===== src/hw/rtl/ima_enc_pkg.sv =====
// Shared types, tables and constants for the IMA ADPCM encoder.
package ima_enc_pkg;

    localparam int SAMPLE_W = 16;
    localparam int INDEX_W  = 7;
    localparam int STEP_W   = 15;
    localparam int CODE_W   = 4;

    localparam logic [INDEX_W-1:0] MAX_INDEX = 7'd88;

    localparam logic signed [SAMPLE_W+1:0] PRED_MAX = 18'sd32767;
    localparam logic signed [SAMPLE_W+1:0] PRED_MIN = -18'sd32768;

    // Per-item result of the quantizer, handed to the register stage
    typedef struct packed {
        logic [CODE_W-1:0]          code;
        logic signed [SAMPLE_W-1:0] pred_next;
        logic [INDEX_W-1:0]         index_next;
    } quant_result_t;

    // Step size for a step index; indexes beyond the table read as the last entry
    function automatic logic [STEP_W-1:0] step_lookup(input logic [INDEX_W-1:0] idx);
        logic [STEP_W-1:0] s;
        unique case (idx)
            7'd0:  s = 15'd7;     7'd1:  s = 15'd8;     7'd2:  s = 15'd9;
            7'd3:  s = 15'd10;    7'd4:  s = 15'd11;    7'd5:  s = 15'd12;
            7'd6:  s = 15'd13;    7'd7:  s = 15'd14;    7'd8:  s = 15'd16;
            7'd9:  s = 15'd17;    7'd10: s = 15'd19;    7'd11: s = 15'd21;
            7'd12: s = 15'd23;    7'd13: s = 15'd25;    7'd14: s = 15'd28;
            7'd15: s = 15'd31;    7'd16: s = 15'd34;    7'd17: s = 15'd37;
            7'd18: s = 15'd41;    7'd19: s = 15'd45;    7'd20: s = 15'd50;
            7'd21: s = 15'd55;    7'd22: s = 15'd60;    7'd23: s = 15'd66;
            7'd24: s = 15'd73;    7'd25: s = 15'd80;    7'd26: s = 15'd88;
            7'd27: s = 15'd97;    7'd28: s = 15'd107;   7'd29: s = 15'd118;
            7'd30: s = 15'd130;   7'd31: s = 15'd143;   7'd32: s = 15'd157;
            7'd33: s = 15'd173;   7'd34: s = 15'd190;   7'd35: s = 15'd209;
            7'd36: s = 15'd230;   7'd37: s = 15'd253;   7'd38: s = 15'd279;
            7'd39: s = 15'd307;   7'd40: s = 15'd337;   7'd41: s = 15'd371;
            7'd42: s = 15'd408;   7'd43: s = 15'd449;   7'd44: s = 15'd494;
            7'd45: s = 15'd544;   7'd46: s = 15'd598;   7'd47: s = 15'd658;
            7'd48: s = 15'd724;   7'd49: s = 15'd796;   7'd50: s = 15'd876;
            7'd51: s = 15'd963;   7'd52: s = 15'd1060;  7'd53: s = 15'd1166;
            7'd54: s = 15'd1282;  7'd55: s = 15'd1411;  7'd56: s = 15'd1552;
            7'd57: s = 15'd1707;  7'd58: s = 15'd1878;  7'd59: s = 15'd2066;
            7'd60: s = 15'd2272;  7'd61: s = 15'd2499;  7'd62: s = 15'd2749;
            7'd63: s = 15'd3024;  7'd64: s = 15'd3327;  7'd65: s = 15'd3660;
            7'd66: s = 15'd4026;  7'd67: s = 15'd4428;  7'd68: s = 15'd4871;
            7'd69: s = 15'd5358;  7'd70: s = 15'd5894;  7'd71: s = 15'd6484;
            7'd72: s = 15'd7132;  7'd73: s = 15'd7845;  7'd74: s = 15'd8630;
            7'd75: s = 15'd9493;  7'd76: s = 15'd10442; 7'd77: s = 15'd11487;
            7'd78: s = 15'd12635; 7'd79: s = 15'd13899; 7'd80: s = 15'd15289;
            7'd81: s = 15'd16818; 7'd82: s = 15'd18500; 7'd83: s = 15'd20350;
            7'd84: s = 15'd22385; 7'd85: s = 15'd24623; 7'd86: s = 15'd27086;
            7'd87: s = 15'd29794;
            default: s = 15'd32767;
        endcase
        return s;
    endfunction

    // Index adjustment from the magnitude bits of a code (sign does not matter)
    function automatic logic signed [4:0] index_adjust(input logic [2:0] mag);
        logic signed [4:0] a;
        case (mag)
            3'd4:    a = 5'sd2;
            3'd5:    a = 5'sd4;
            3'd6:    a = 5'sd6;
            3'd7:    a = 5'sd8;
            default: a = -5'sd1;
        endcase
        return a;
    endfunction

endpackage


===== src/hw/rtl/ima_enc_quant.sv =====
// Quantizer and state update for one sample: code, next predictor, next index.
module ima_enc_quant
    import ima_enc_pkg::*;
(
    input  logic signed [SAMPLE_W-1:0] sample,
    input  logic signed [SAMPLE_W-1:0] pred,
    input  logic [INDEX_W-1:0]         step_index,
    output quant_result_t              result
);

    logic [INDEX_W-1:0]          idx;
    logic [STEP_W-1:0]           step;
    logic signed [SAMPLE_W:0]    diff;
    logic                        neg;
    logic [SAMPLE_W-1:0]         mag0;
    logic [SAMPLE_W-1:0]         mag1;
    logic [SAMPLE_W-1:0]         mag2;
    logic [SAMPLE_W-1:0]         probe0;
    logic [SAMPLE_W-1:0]         probe1;
    logic [SAMPLE_W-1:0]         probe2;
    logic                        b2;
    logic                        b1;
    logic                        b0;
    logic [SAMPLE_W-1:0]         dq;
    logic signed [SAMPLE_W+1:0]  pred_sum;
    logic signed [INDEX_W:0]     index_sum;

    // Clamp an out-of-range index and fetch the step
    assign idx  = (step_index > MAX_INDEX) ? MAX_INDEX : step_index;
    assign step = step_lookup(idx);

    // Signed difference and its magnitude
    assign diff = $signed({sample[SAMPLE_W-1], sample}) - $signed({pred[SAMPLE_W-1], pred});
    assign neg  = diff[SAMPLE_W];
    assign mag0 = neg ? SAMPLE_W'(-diff) : diff[SAMPLE_W-1:0];

    // Successive compare-and-subtract against step, step/2, step/4
    assign probe0 = {1'b0, step};
    assign probe1 = {2'b00, step[STEP_W-1:1]};
    assign probe2 = {3'b000, step[STEP_W-1:2]};
    assign b2     = (mag0 >= probe0);
    assign mag1   = b2 ? (mag0 - probe0) : mag0;
    assign b1     = (mag1 >= probe1);
    assign mag2   = b1 ? (mag1 - probe1) : mag1;
    assign b0     = (mag2 >= probe2);

    // Dequantized difference
    assign dq = {4'b0000, step[STEP_W-1:3]}
              + (b2 ? probe0 : '0)
              + (b1 ? probe1 : '0)
              + (b0 ? probe2 : '0);

    // Predictor move with saturation
    assign pred_sum = neg ? ($signed({{2{pred[SAMPLE_W-1]}}, pred}) - $signed({2'b00, dq}))
                          : ($signed({{2{pred[SAMPLE_W-1]}}, pred}) + $signed({2'b00, dq}));

    // Index move with clamp to the table range
    assign index_sum = $signed({1'b0, idx}) + (INDEX_W+1)'(index_adjust({b2, b1, b0}));

    always_comb
    begin
        result.code = {neg, b2, b1, b0};

        if (pred_sum > PRED_MAX)
            result.pred_next = PRED_MAX[SAMPLE_W-1:0];
        else if (pred_sum < PRED_MIN)
            result.pred_next = PRED_MIN[SAMPLE_W-1:0];
        else
            result.pred_next = pred_sum[SAMPLE_W-1:0];

        if (index_sum[INDEX_W])
            result.index_next = '0;
        else if (index_sum[INDEX_W-1:0] > MAX_INDEX)
            result.index_next = MAX_INDEX;
        else
            result.index_next = index_sum[INDEX_W-1:0];
    end

endmodule


===== src/hw/rtl/ima_adpcm_encoder_unit.sv =====
// Top level of the IMA ADPCM 4-bit encoder: input word register, state, result register.
//
// One signed 16-bit PCM word in, one 4-bit IMA ADPCM code out, at a sustained
// rate of one word per clock cycle while the output side is not stalled. A word
// is captured in an input register, quantized there against the predictor and
// step index, and its code is registered in the result register when the word
// advances; the result register then presents the code until the output side
// takes it. The rate is set by the predictor/step-index feedback loop, which
// closes through the quantizer. The result register holds a code while the
// output stalls, and the input register still takes one more word meanwhile.
// After reset the predictor and the step index are zero.
module ima_adpcm_encoder_unit
    import ima_enc_pkg::*;
(
    input  logic        clk,
    input  logic        rst_n,
    input  logic        s_tvalid,
    output logic        s_tready,
    input  logic [15:0] s_tdata,   // [15:0] pcm_sample
    output logic        m_tvalid,
    input  logic        m_tready,
    output logic [7:0]  m_tdata    // [3:0] adpcm_code, [7:4] zero
);

    logic                        in_valid_reg;
    logic                        in_valid_next;
    logic signed [SAMPLE_W-1:0]  in_sample_reg;
    logic                        out_valid_reg;
    logic                        out_valid_next;
    logic [CODE_W-1:0]           out_code_reg;
    logic signed [SAMPLE_W-1:0]  pred_reg;
    logic [INDEX_W-1:0]          index_reg;
    logic                        advance;
    quant_result_t               quant;

    // Word moves from the input register into the result register
    assign advance  = in_valid_reg && (!out_valid_reg || m_tready);
    assign s_tready = !in_valid_reg || advance;

    assign in_valid_next  = (s_tvalid && s_tready) || (in_valid_reg && !advance);
    assign out_valid_next = advance || (out_valid_reg && !m_tready);

    ima_enc_quant u_quant (
        .sample     (in_sample_reg),
        .pred       (pred_reg),
        .step_index (index_reg),
        .result     (quant)
    );

    // Handshake and encoder state
    always_ff @(posedge clk or negedge rst_n)
    begin
        if (!rst_n)
        begin
            in_valid_reg  <= 1'b0;
            out_valid_reg <= 1'b0;
            pred_reg      <= '0;
            index_reg     <= '0;
        end
        else
        begin
            in_valid_reg  <= in_valid_next;
            out_valid_reg <= out_valid_next;
            if (advance)
            begin
                pred_reg  <= quant.pred_next;
                index_reg <= quant.index_next;
            end
        end
    end

    // Payload registers
    always_ff @(posedge clk)
    begin
        if (s_tvalid && s_tready)
            in_sample_reg <= $signed(s_tdata);
        if (advance)
            out_code_reg <= quant.code;
    end

    assign m_tvalid = out_valid_reg;
    assign m_tdata  = {4'b0000, out_code_reg};

`ifndef ASSERT_OFF
    // Step index never leaves the table range
    assert property (@(posedge clk) disable iff (!rst_n) index_reg <= MAX_INDEX)
        else $error("step index beyond table range");

    // An empty result register never blocks the input side
    assert property (@(posedge clk) disable iff (!rst_n) !out_valid_reg |-> s_tready)
        else $error("input stalled with empty result register");

    // A word that advances always yields a result in the next cycle
    assert property (@(posedge clk) disable iff (!rst_n) advance |=> m_tvalid)
        else $error("advanced word produced no result");

    // State only changes when a word is consumed
    assert property (@(posedge clk) disable iff (!rst_n)
        !advance |=> $stable(pred_reg) && $stable(index_reg))
        else $error("encoder state changed without a word");
`endif

endmodule

===== config.mk =====
export PLATFORM = sky130hd
export DESIGN_NAME = ima_adpcm_encoder_unit
export DESIGN_NICKNAME = d
export VERILOG_FILES = /design/src/hw/rtl/ima_enc_pkg.sv /design/src/hw/rtl/ima_enc_quant.sv /design/src/hw/rtl/ima_adpcm_encoder_unit.sv
export SDC_FILE = /design/constraint.sdc
export NUM_CORES = 1
export LEC_CHECK = 0
export ABC_AREA = 0
export ABC_CLOCK_PERIOD_IN_PS = 17100
export BUFFER_PORTS_ARGS = -buffer_cell sky130_fd_sc_hd__buf_2
export CORE_MARGIN = 3
export CORE_UTILIZATION = 50
export CTS_CLUSTER_DIAMETER = 100
export CTS_CLUSTER_SIZE = 28
export DETAILED_ROUTE_END_ITERATION = 10
export MAX_ROUTING_LAYER = met4
export PLACE_DENSITY = 0.66
export SKIP_CTS_REPAIR_TIMING = 1
export SYNTH_ARGS = -nofsm -noshare
export SYNTH_HDL_FRONTEND = slang
export SYNTH_SLANG_ARGS = --single-unit

===== constraint.sdc =====
create_clock -name clk -period 17.1 [get_ports clk]
set_input_delay 2.565 -clock clk [delete_from_list [all_inputs] [get_ports clk]]
set_output_delay 2.565 -clock clk [all_outputs]
set_load 0.02 [all_outputs]

# Word level (Yosys, flattened, before mapping)
# Memory sizes are Yosys's and may differ from the RTL's.
# Cells that the tools add are included.
# W data, S select, Z words.
[op_classes] add_sub_neg=10 order_cmp=7 eq_ne=4 mux=13 n_reduce_logical=12
[ops] op="$mux W16" n=5
[ops] op="$add A16 B16 Y16" n=2
[ops] op="$mux W7" n=3
[ops] op="$pmux W5 S4" n=1
[ops] op="$add A16 B17 Y18" n=1
[ops] op="$gt A18 B16 Y1 const B" n=1
[ops] op="$lt A18 B16 Y1 const B" n=1
[ops] op="$mux W18" n=1
[ops] op="$sub A16 B17 Y18" n=1
[ops] op="$sub A16 B16 Y17" n=1
[ops] op="$add A12 B16 Y16" n=1
[ops] op="$ge A16 B13 Y1" n=1
[ops] op="$ge A16 B14 Y1" n=1
[ops] op="$ge A16 B15 Y1" n=1
[ops] op="$neg A16 Y16" n=1
[ops] op="$sub A16 B14 Y16" n=1
[ops] op="$sub A16 B15 Y16" n=1
[ops] op="$mux W15" n=1
[ops] op="$gt A7 B7 Y1 const B" n=2
[ops] op="$mux W14" n=1
[ops] op="$mux W13" n=1
[ops] op="$eq A3 B3 Y1 const B" n=4
[ops] op="$add A8 B5 Y8" n=1
[ops] op="$logic_and A1 B1 Y1" n=4
[ops] op="2 further kinds" n=8
[word_totals] register_bits=45 romBits=1920 in_bits=20 out_inout_bits=10 wordCells=53 n_memories=1
[memory_table] memory="(name not given)" words=128 width=15 read_ports=1 rd_ports_with_merged_regs=0 wr=0 line_no="ima_enc_pkg.sv:24" source="unique case (idx)"

# Longest topological paths before layout
# Gate-level depths: netlist of run 1.
[logic_depth] ltp_word=15 mapped_depth=90 mapped_depth_nobuf=82

# By module
# Synthesis of run 1 repeated with hierarchy kept, for this count alone.
[unflattened] hier_cells=1279 hier_area_um2=9806.9
[modules_own_cells] module="ima_enc_quant" instances=1 cells_per_inst=1197 area_per_inst_um2=8139.1 seq_area_each_um2=0.0
[modules_own_cells] module="ima_adpcm_encoder_unit" instances=1 cells_per_inst=82 area_per_inst_um2=1667.8 seq_area_each_um2=1226.2

# Worst setup path before layout of run 1
# Ideal clock, no wire load.
[synth_path] path_kind="register to register" startpoint="reg index_reg[2]" endpoint="reg pred_reg[10]" setup_ns=0.084 arrival_ns=15.447 required_time_ns=17.016 path_slack_ns=1.568 path_stages_with_launch=87 n_path_buf=8 period_less_slack_ns=15.532 cell_sequence="dfrtp_1 > clkbuf_1 > or3_1 > a31oi_1 > nand2b_1 > clkbuf_1 > and2_1 > clkbuf_1 > inv_1 > ha_1 > clkbuf_1 > nand2_1 > o21ai_0 > a22oi_1 > o21ai_0 > o21ai_0 > nor2_1 > a31oi_1 > (+51 left out) > or2_2 > or3_1 > or3_1 > nor3_1 > a21oi_1 > xnor2_1 > ha_1 > nor3_1 > o21ai_0 > o21a_1 > a31o_2 > a21oi_1 > xnor2_1 > a21oi_1 > nor2_1 > clkbuf_1 > nor2_1 > o22ai_1"
[synth_between] elab_chain_len=15 word_cells_on_any_way=23 classes_between="7 x add/sub; 6 x order compare; 9 x mux; 1 x memory"
[synth_rtl] element="from (decl)" line_no="ima_adpcm_encoder_unit.sv:32" source="logic [INDEX_W-1:0] index_reg;"
[synth_rtl] element="from (signal assigned)" line_no="ima_adpcm_encoder_unit.sv:67" source="index_reg <= quant.index_next;"
[synth_rtl] element="$gt A7 B7 Y1" line_no="ima_enc_quant.sv:29" source="assign idx = (step_index > MAX_INDEX) ? MAX_INDEX : step_index;"
[synth_rtl] element="$mux W7 (*)" line_no="ima_enc_quant.sv:29"
[synth_rtl] element="$mem_v2 Z128 W15 (*)"
[synth_rtl] element="$sub A16 B15 Y16 / $ge A16 B15 Y1 (equally long branches)" line_no="ima_enc_quant.sv:42, ima_enc_quant.sv:41"
[synth_rtl] element="$mux W16" line_no="ima_enc_quant.sv:42" source="assign mag1 = b2 ? (mag0 - probe0) : mag0;"
[synth_rtl] element="$sub A16 B14 Y16 / $ge A16 B14 Y1 (equally long branches)" line_no="ima_enc_quant.sv:44, ima_enc_quant.sv:43"
[synth_rtl] element="$mux W16" line_no="ima_enc_quant.sv:44" source="assign mag2 = b1 ? (mag1 - probe1) : mag1;"
[synth_rtl] element="$ge A16 B13 Y1" line_no="ima_enc_quant.sv:45" source="assign b0 = (mag2 >= probe2);"
[synth_rtl] element="$mux W13" line_no="ima_enc_quant.sv:51" source="+ (b0 ? probe2 : '0);"
[synth_rtl] element="$add A16 B16 Y16 (*)" line_no="ima_enc_quant.sv:51"
[synth_rtl] element="$add A16 B17 Y18 / $sub A16 B17 Y18 (equally long branches)" line_no="ima_enc_quant.sv:55, ima_enc_quant.sv:54"
[synth_rtl] element="$mux W18 (*)" line_no="ima_enc_quant.sv:54" source="assign pred_sum = neg ? ($signed({{2{pred[SAMPLE_W-1]}}, pred}) - $signed({2'b00, dq}))"
[synth_rtl] element="$lt A18 B16 Y1" line_no="ima_enc_quant.sv:66" source="else if (pred_sum < PRED_MIN)"
[synth_rtl] element="$mux W16" line_no="ima_enc_quant.sv:66"
[synth_rtl] element="$mux W16 (*)" line_no="ima_enc_quant.sv:64" source="if (pred_sum > PRED_MAX)"
[synth_rtl] element="to (signal assigned)" line_no="ima_adpcm_encoder_unit.sv:66" source="pred_reg <= quant.pred_next;"
[synth_rtl] element="to (decl)" line_no="ima_adpcm_encoder_unit.sv:31" source="logic signed [SAMPLE_W-1:0] pred_reg;"
# Mark *: on every way between the ends. The rest lies on a longest branch, timed or not.
# A chain may end at the register's enable or synchronous reset.

# Worst setup path after layout of run 1
[layout_path] startpoint="reg index_reg[0]" endpoint="reg pred_reg[2]"
# Same word-level chain as after synthesis.

==> results.tsv, run 1 <==
metric	value	unit
status	finished clean	
cp-start-kind	flop	
timing.final.crit_share	0.929	
finalSetupTns	0	ns
avgSynthCellArea	7.45	um2
grt_pass1_vias	8502	
layout-drive-gt1-share	0.0913	
cpMostUsedCell	a21o_1	
numPortBuffers	25	
die_area	20200	um2
setup_violations	0	
core	18100	um2
rr_endpoint	pred_reg[2]	
clockBufferDepth	2	
maxCapViolations	0	
worstHoldPathCells	1	
final_hold_viol_count	0	
cts_root_buffer	clkbuf_16	
critPathRequiredTime	17.32	ns
firstDrtPassIters	5	
cts_tree	built	
min_from	in_valid_reg	
clk_latency	0.30	ns
slowest_delay	0.51	ns
vias	9010	
skew	0.0148	ns
min_to	m_tvalid	
rsz0062_at_grt	false	
rr_worst_depth	78	
fin_ws	1.21	ns
ys_ff_latch	45	
grt_max_degree	35	
period_needed	15.89	ns
final_antenna_net_count	0	
h-tree-depth	2	
diodes	0	
reg2reg_slack	1.21	ns
grt_util_all_layers	0.271	
initial_core_util	0.513	
netlist_area	9280	um2
min_path_type	reg2reg	
ys_seq_area_frac	0.132	
grt_first_pass_wirelength	43.2	mm
chipHeight	142	um
drt-total-wl	26.8	mm
cts_sinks	45	
antenna_found_initial	0	
synth_ff_type	dfrtp_1	
crit_type	reg2reg	
cts_buffers	5	
dpl.hpwl	21.1	mm
synthToLayoutAreaGrowth	6.33	%
fmax	0.0629	GHz
num_rows	49	
ys_types	86	
synth-edff-count	20	
layout.cells.non_filler	1477	
tightest_slew	0.952	ns
ys_warn_count	0	
cp_max_fo	13	
pin_count	30	
drc_errors	0	
wl_per_cell	18.1	um
place_ws	0.604	ns
critPathCaptureType	flop	
r2r_start	index_reg[0]	
dp_cells	1466	
cp_slowest_cell	fa_1	
syn_inst	1245	
finalWeightedCongestion	1.00	
vias_per_cell	6.10	
final_nets	1411	
drtIter0Drc	625	
synthArstFlopShare	0.556	
fp.dieW	142	um
clkTransAtPathRegs	0.07	ns
arrival	16.10	ns
relSlewSlack	0.365	
drv_slew	0	
grt-ovfl-total	0	
[metal layers]
layer  global-route usage  up-vias  routed length (um)
li1                     -     4478                   -
met1                0.346     4200               11700
met5                    -        -                   0
met4               0.0944        0                 930
met3               0.0356       60                1390
met2                0.442      272               12700
[synth_stat cells (4+ instances only)]
master       n  area (um2)
o21a_1      12        90.1
a211oi_1    10        75.1
buf_4        7        52.6
buf_2       10        50.1
a21boi_0     5        37.5
a31o_2       8        70.1
or2_2        9        56.3
nor3_1      36         180
nand2b_1    22         138
a221oi_1     6        52.6
nor2_1     136         510
or3_1       11        68.8
a31oi_1     23         144
mux2_2       6        67.6
fa_1        30         601
nand2_1    106         398
dfrtp_1     25         626
o31ai_1     13        97.6
nor2b_1     12        75.1
o211ai_1    16         120
nand3_1     26         130
o21bai_1     4        30.0
edfxtp_1    20         601
xor2_1      30         263
nand4_1     11        68.8
buf_1        9        33.8
a21oi_1    116         581
mux2i_1      7        70.1
xnor2_1     64         561
inv_1       81         304
ha_1       114        1430
and2_1       6        37.5
o21ai_0     85         425
o2111ai_1    6        52.6
o22ai_1     20         125
a22oi_1      7        52.6
a21o_1      33         248
clkbuf_1    36         135
[area by class of cell]
class,instances,area (um2)
Tap cell,229,287
Inverter,84,318
Clock buffer,6,139
Fill cell,1725,8220
Multi-Input combinational cell,1055,7490
Sequential cell,45,1230
Timing Repair Buffer,56,358
Clock inverter,2,41.3
[cells by family (layout without fill, tap and decap cells)]
logic type / Yosys count / in the layout / share of synthesized area
compound gates: 399 / 399 / 0.275
flops: 45 / 45 / 0.132
mux: 16 / 16 / 0.0204
fa+ha+maj: 144 / 144 / 0.219
other cells: 1 / 4 / 0.000404
simple gates: 398 / 398 / 0.199
buf+inv: 148 / 148 / 0.0653
xor+xnor: 94 / 94 / 0.0888
[worst max path at each step]
stage                 startpoint      endpoint  slack (ns)  cells after the start
global placement    index_reg[0]   pred_reg[3]        0.93                     74
detailed placement  index_reg[0]  pred_reg[14]        0.60                     74
global route        index_reg[0]   pred_reg[0]        0.05                     78
floorplan           index_reg[2]  pred_reg[10]        1.57                     86
finish              index_reg[0]   pred_reg[2]        1.21                     78
CTS                 index_reg[0]   pred_reg[2]        0.53                     74
[cells in the final DEF, fill, tap and decap left out, types with 30 or more instances in the layout]
cell type | Yosys | final
ha_1 | 114 | 113
nor3_1 | 36 | 34
inv_1 | 81 | 80
buf_4 | 7 | 31
a21o_1 | 33 | 33
xnor2_1 | 64 | 64
nand2_1 | 106 | 104
xor2_1 | 30 | 30
fa_1 | 30 | 30
o21ai_0 | 85 | 85
a21oi_1 | 116 | 116
nor2_1 | 136 | 136
[per-stage QoR]
stage          utilization  instance area, um2  hold WS, ns
6_report             0.545                9860        0.493
3_3_place_gp         0.532                9620        0.465
4_1_cts              0.542                9800        0.494
5_1_grt              0.545                9860        0.507
2_1_floorplan            -                9290        0.457
3_5_place_dp         0.532                9620        0.493
[worst max-delay path: cells and delay by family, from the launching register on]
kind	cells	cell delay [ns]
AO/OA/AOI/OAI	35	5.96
adder cells (fa/ha/maj)	10	3.34
buffers and inverters	3	0.35
XOR/XNOR	3	0.45
multiplexers	2	0.48
AND/OR/NAND/NOR	25	4.81
flip-flops	1	0.38
Power of run 1 is not shown: default switching activity piles up to over one toggle a cycle in this logic, so the estimate is an artifact.
==> run 2: changes to the inputs <==
--- a/config.mk
+++ b/config.mk
@@ -18,4 +18,5 @@
 export SKIP_CTS_REPAIR_TIMING = 1
 export SYNTH_ARGS = -nofsm -noshare
 export SYNTH_HDL_FRONTEND = slang
+export SYNTH_HIERARCHICAL = 1
 export SYNTH_SLANG_ARGS = --single-unit
==> run 2 against run 1 <==
Net effect: non-clock buffer count increased by 13; first-iteration DRC count increased by 42%; synthesized area increased by 5.7%; synthesized cell count increased by 2.7%; largest cell class unchanged; flip-flop and latch count unchanged; fmax decreased by 1.1%; core utilization increased by 1.6 points; critical path depth decreased by 3; register-to-register slack got worse by 0.17 ns; critical endpoint is now pred_reg[7]; final area increased by 7.8%; sequential share of layout area decreased by 0.90 points.
==> results.tsv, run 2 <==
metric	value	unit	change
status	finished clean		
min_path_type	reg2reg		
finalWeightedCongestion	1.05		+5.1%
cts_sinks	45		unchanged
timing.final.crit_share	0.939		+0.00998
yosysTopAreaCellShare	0.145		-0.00834
critPathRequiredTime	17.28	ns	-0.04 ns
slowest_delay	0.54	ns	+0.03 ns
chipHeight	146	um	+2.7%
synthArstFlopShare	0.556		unchanged
drt-total-wl	28.5	mm	+6.3%
final_antenna_net_count	0		unchanged
setup_violations	0		unchanged
syn_inst	1279		+2.7%
pin_count	30		unchanged
ys_seq_area_frac	0.125		-0.00717
synth_ff_type	dfrtp_1		
synthMostInstantiatedCell	nor2_1		
fp.dieW	146	um	+2.7%
synth-edff-count	20		unchanged
drtIter0Drc	888		+42%
maxCapViolations	0		unchanged
drv_slew	0		unchanged
mostFrequentLayoutCell	nor2_1		
synth_common_cells	nor2_1, a21oi_1, ha_1, nand2_1, inv_1		
final_nets	1464		+3.8%
layout-drive-gt1-share	0.131		+0.0393
numPortBuffers	25		unchanged
crit_type	reg2reg		
final_hold_viol_count	0		unchanged
h-tree-depth	2		unchanged
finish.utilization	0.561		+0.0156
vias	9483		+5.2%
synth_area_leader_cell	ha_1		
diodes	0		unchanged
antenna_found_initial	0		unchanged
ys_ff_latch	45		unchanged
cp-start-kind	flop		
synth_area_leaders	ha_1, dfrtp_1, edfxtp_1, fa_1, a21oi_1		
die_area	21300	um2	+5.5%
core	19000	um2	+4.8%
grt_max_degree	47		+34%
drc_errors	0		unchanged
clkTransAtPathRegs	0.07	ns	about the same
grt_util_all_layers	0.266		-0.00498
worst_hold_slack	0.548	ns	+0.0545 ns
skew	0.00689	ns	-0.00790 ns
cts_tree	built		
grt-ovfl-total	0		unchanged
cts_buffers	5		unchanged
ys_warn_count	6		+6
grt_first_pass_wirelength	46.1	mm	+6.6%
initial_core_util	0.517		+0.00453
ys_types	93		+8.1%
clockBufferDepth	2		unchanged
period_needed	16.06	ns	+0.171 ns
cpMostUsedCell	a21oi_1		
cp_max_fo	16		+3
final_cell_mix	nor2_1, a21oi_1, ha_1		
critPathCaptureType	flop		
wl_per_cell	18.2	um	+0.57%
netlist_area	9810	um2	+5.7%
fmax	0.0623	GHz	-1.1%
num_rows	50		+2.0%
firstDrtPassIters	6		+1
fillers	1793		+3.9%
tightest_slew	1.04	ns	+0.0859 ns
cp_slowest_cell	fa_1		
relSlewSlack	0.302		-0.0632
dpl.hpwl	22.7	mm	+7.4%
cts_root_buffer	clkbuf_16		
avgSynthCellArea	7.67	um2	+2.9%
arrival	16.24	ns	+0.14 ns
vias_per_cell	6.07		-0.41%
grt_pass1_vias	8824		+3.8%
clk_latency	0.29	ns	about the same
synthToLayoutAreaGrowth	8.42	%	
==> run 2: area by class of cell <==
class | instances | area, um2 | area share
clock buffers | 5 | 125 | 0.0118
well taps | 260 | 325 | 0.0306
clock inverters | 3 | 50.0 | 0.00471
multi-input cells | 1083 | 8070 | 0.759
repair buffers | 69 | 475 | 0.0447
inverters | 96 | 365 | 0.0344
flip-flops and latches | 45 | 1230 | 0.115
==> run 2: per-stage QoR <==
| step | setup WS [ns] | instance area [um2] | setup TNS, ns | cells |
|---|---|---|---|---|
| CTS | 0.495 | 10500 | 0 | 1559 |
| global placement | 0.879 | 10300 | 0 | 1551 |
| detailed placement | 0.589 | 10300 | 0 | 1551 |
| floorplan | 1.15 | 9820 | 0 | 1282 |
| finish | 1.04 | 10600 | 0 | 1561 |
| global route | -0.0373 | 10600 | -0.0572 | 1561 |
==> run 2: critical path: cells and delay by family, from the launching register on <==
family / cells / cell delay [ns]
buf+inv: 10 / 1.48
simple gates: 18 / 2.63
compound gates: 33 / 6.72
mux: 2 / 0.63
fa+ha+maj: 8 / 3.17
flops: 1 / 0.35
xor+xnor: 4 / 0.95
==> run 2: kinds of logic (layout without fill, tap and decap cells) <==
| group | after synthesis | after routing | synth area share |
|---|---|---|---|
| mux | 35 | 35 | 0.0472 |
| other cells | 1 | 4 | 0.000382 |
| buf+inv | 154 | 173 | 0.0680 |
| fa+ha+maj | 144 | 144 | 0.207 |
| xor+xnor | 91 | 91 | 0.0813 |
| simple gates | 402 | 402 | 0.199 |
| flops | 45 | 45 | 0.125 |
| compound gates | 407 | 407 | 0.273 |
==> run 2: path summary, 6_finish.rpt <==
check / startpoint / to / slack, ns / cells after the start
hold / removal: in_valid_reg / m_tvalid / 0.55 / 1
min in group asynchronous: rst_n / in_valid_reg / 2.28 / 1
setup / recovery: index_reg[4] / pred_reg[7] / 1.04 / 75
setup reg to reg: index_reg[4] / pred_reg[7] / 1.04 / 75
hold reg to reg: in_valid_reg / m_tvalid / 0.55 / 1
max in group asynchronous: rst_n / index_reg[1] / 14.41 / 1
==> run 2: layer usage <==
layer,track usage,up-vias,wire (um)
met2,0.386,353,12100
li1,-,4647,-
met4,0.0649,0,682
met3,0.0273,41,1890
met1,0.397,4442,13800
met5,-,-,0
Power of run 2 is left out for the same reason.
==> run 3: changes to the inputs <==
--- a/config.mk
+++ b/config.mk
@@ -8,11 +8,13 @@
 export ABC_AREA = 0
 export ABC_CLOCK_PERIOD_IN_PS = 17100
 export BUFFER_PORTS_ARGS = -buffer_cell sky130_fd_sc_hd__buf_2
+export CORE_ASPECT_RATIO = 0.6
 export CORE_MARGIN = 3
 export CORE_UTILIZATION = 50
 export CTS_CLUSTER_DIAMETER = 100
 export CTS_CLUSTER_SIZE = 28
 export DETAILED_ROUTE_END_ITERATION = 10
+export HOLD_SLACK_MARGIN = 0.06
 export MAX_ROUTING_LAYER = met4
 export PLACE_DENSITY = 0.66
 export SKIP_CTS_REPAIR_TIMING = 1
==> run 3 against run 2 <==
Net effect: wire length is 15% higher; worst hold slack better by 0.0029 ns; via count increased by 4.0%; clock skew up 0.0018 ns.
==> results.tsv, run 3 (synthesis results as in run 2) <==
metric	value	unit	change
numPortBuffers	25		unchanged
synthToLayoutAreaGrowth	9.71	%	
chipHeight	114	um	-22%
arrival	16.36	ns	+0.12 ns
num_rows	38		-24%
fmax	0.0618	GHz	-0.70%
fin_ws	0.928	ns	-0.114 ns
wl_per_cell	20.8	um	+14%
finalWeightedCongestion	1.06		+0.73%
finalSetupTns	0	ns	unchanged
cts_tree	built		
clk_latency	0.31	ns	+0.02 ns
clkTransAtPathRegs	0.07	ns	about the same
grt_pass1_vias	8676		-1.7%
dpl.hpwl	26.3	mm	+16%
grt_util_all_layers	0.308		+0.0417
mostFrequentLayoutCell	nor2_1		
critPathRequiredTime	17.29	ns	about the same
critPathCaptureType	flop		
maxCapViolations	0		unchanged
min_path_type	reg2reg		
cp_slowest_cell	fa_1		
firstDrtPassIters	5		-1
cpLargestDelayFamily	compound AO/OA/AOI/OAI gates		
initial_core_util	0.526		+0.00882
rsz0062_at_grt	false		
h-tree-depth	2		unchanged
status	finished clean		
cts_buffers	5		unchanged
antenna_found_initial	1		+1
skew	0.00867	ns	+0.00178 ns
final_hold_viol_count	0		unchanged
setup_violations	0		unchanged
drt-total-wl	32.7	mm	+15%
core	18600	um2	-1.7%
final_cell_mix	nor2_1, ha_1, a21oi_1		
drtIter0Drc	1257		+42%
path_buf_inv	7		-3
tightest_slew	1.02	ns	-0.0233 ns
cp_max_fo	18		+2
relSlewSlack	0.323		+0.0214
fp.dieW	187	um	+28%
finish.utilization	0.577		+0.0163
die_area	21400	um2	+0.25%
period_needed	16.17	ns	+0.114 ns
cp-start-kind	flop		
slowest_delay	0.54	ns	about the same
timing.final.crit_share	0.946		+0.00665
grt_max_degree	47		unchanged
final_antenna_net_count	0		unchanged
cts_sinks	45		unchanged
clockBufferDepth	2		unchanged
drv_slew	0		unchanged
grt-ovfl-total	0		unchanged
cpMostUsedCell	ha_1		
vias_per_cell	6.27		+3.2%
layout-drive-gt1-share	0.149		+0.0180
pin_count	30		unchanged
crit_type	reg2reg		
final_nets	1475		+0.75%
place_ws	0.328	ns	-0.261 ns
cts_root_buffer	clkbuf_16		
grt_first_pass_wirelength	50.0	mm	+8.6%
vias	9866		+4.0%
drc_errors	0		unchanged
run 3: cell types whose count changed in the layout (fill, tap and decap cells not counted), sizes merged:
cell / previous run / this run
diode: 0 / 1
clkinvlp: 0 / 2
inv: 94 / 93
bufinv: 1 / 0
buf: 69 / 80
run 3: final cells by class:
class,count,area (um2)
well taps,260,325
clock buffers,5,125
flip-flops and latches,45,1230
multi-input cells,1083,8130
clock inverters,3,26.3
inverters,96,373
fillers,1780,7880
diodes,1,2.50
repair buffers,80,549
run 3: per-layer routing:
metal | GRT usage | share of wire | vias up
met5 | - | 0 | -
met4 | 0.0362 | 0.0081 | 0
met3 | 0.122 | 0.14 | 30
met2 | 0.345 | 0.34 | 512
met1 | 0.494 | 0.52 | 4662
li1 | - | - | 4662
run 3: per-stage QoR:
| step | instances | hold slack [ns] | instance area [um2] |
|---|---|---|---|
| 6_report | 1573 | 0.550 | 10800 |
| 5_1_grt | 1573 | 0.577 | 10800 |
| 4_1_cts | 1566 | 0.554 | 10500 |
| 3_5_place_dp | 1558 | 0.531 | 10300 |
| 3_3_place_gp | 1558 | 0.531 | 10300 |
| 2_1_floorplan | 1282 | 0.477 | 9820 |
run 3: path summary, 6_finish.rpt:
path                              start           to  slack, ns  cells past startpoint
min in group asynchronous         rst_n  pred_reg[9]       2.29                      1
max in group asynchronous         rst_n  pred_reg[7]      14.35                      1
hold reg to reg            in_valid_reg     m_tvalid       0.55                      1
hold / removal             in_valid_reg     m_tvalid       0.55                      1
setup reg to reg           index_reg[0]  pred_reg[8]       0.93                     70
setup / recovery           index_reg[0]  pred_reg[8]       0.93                     70
run 3: worst register-to-register path, delay by kind of cell (launching register included):
kind | cells | cell delay (ns)
multiplexers | 3 | 0.95
buffers and inverters | 7 | 1.07
AND/OR/NAND/NOR | 17 | 3.25
adder cells (fa/ha/maj) | 8 | 3.17
XOR/XNOR | 3 | 0.72
AO/OA/AOI/OAI | 32 | 6.50
flip-flops | 1 | 0.38
Power of run 3 is left out for the same reason.
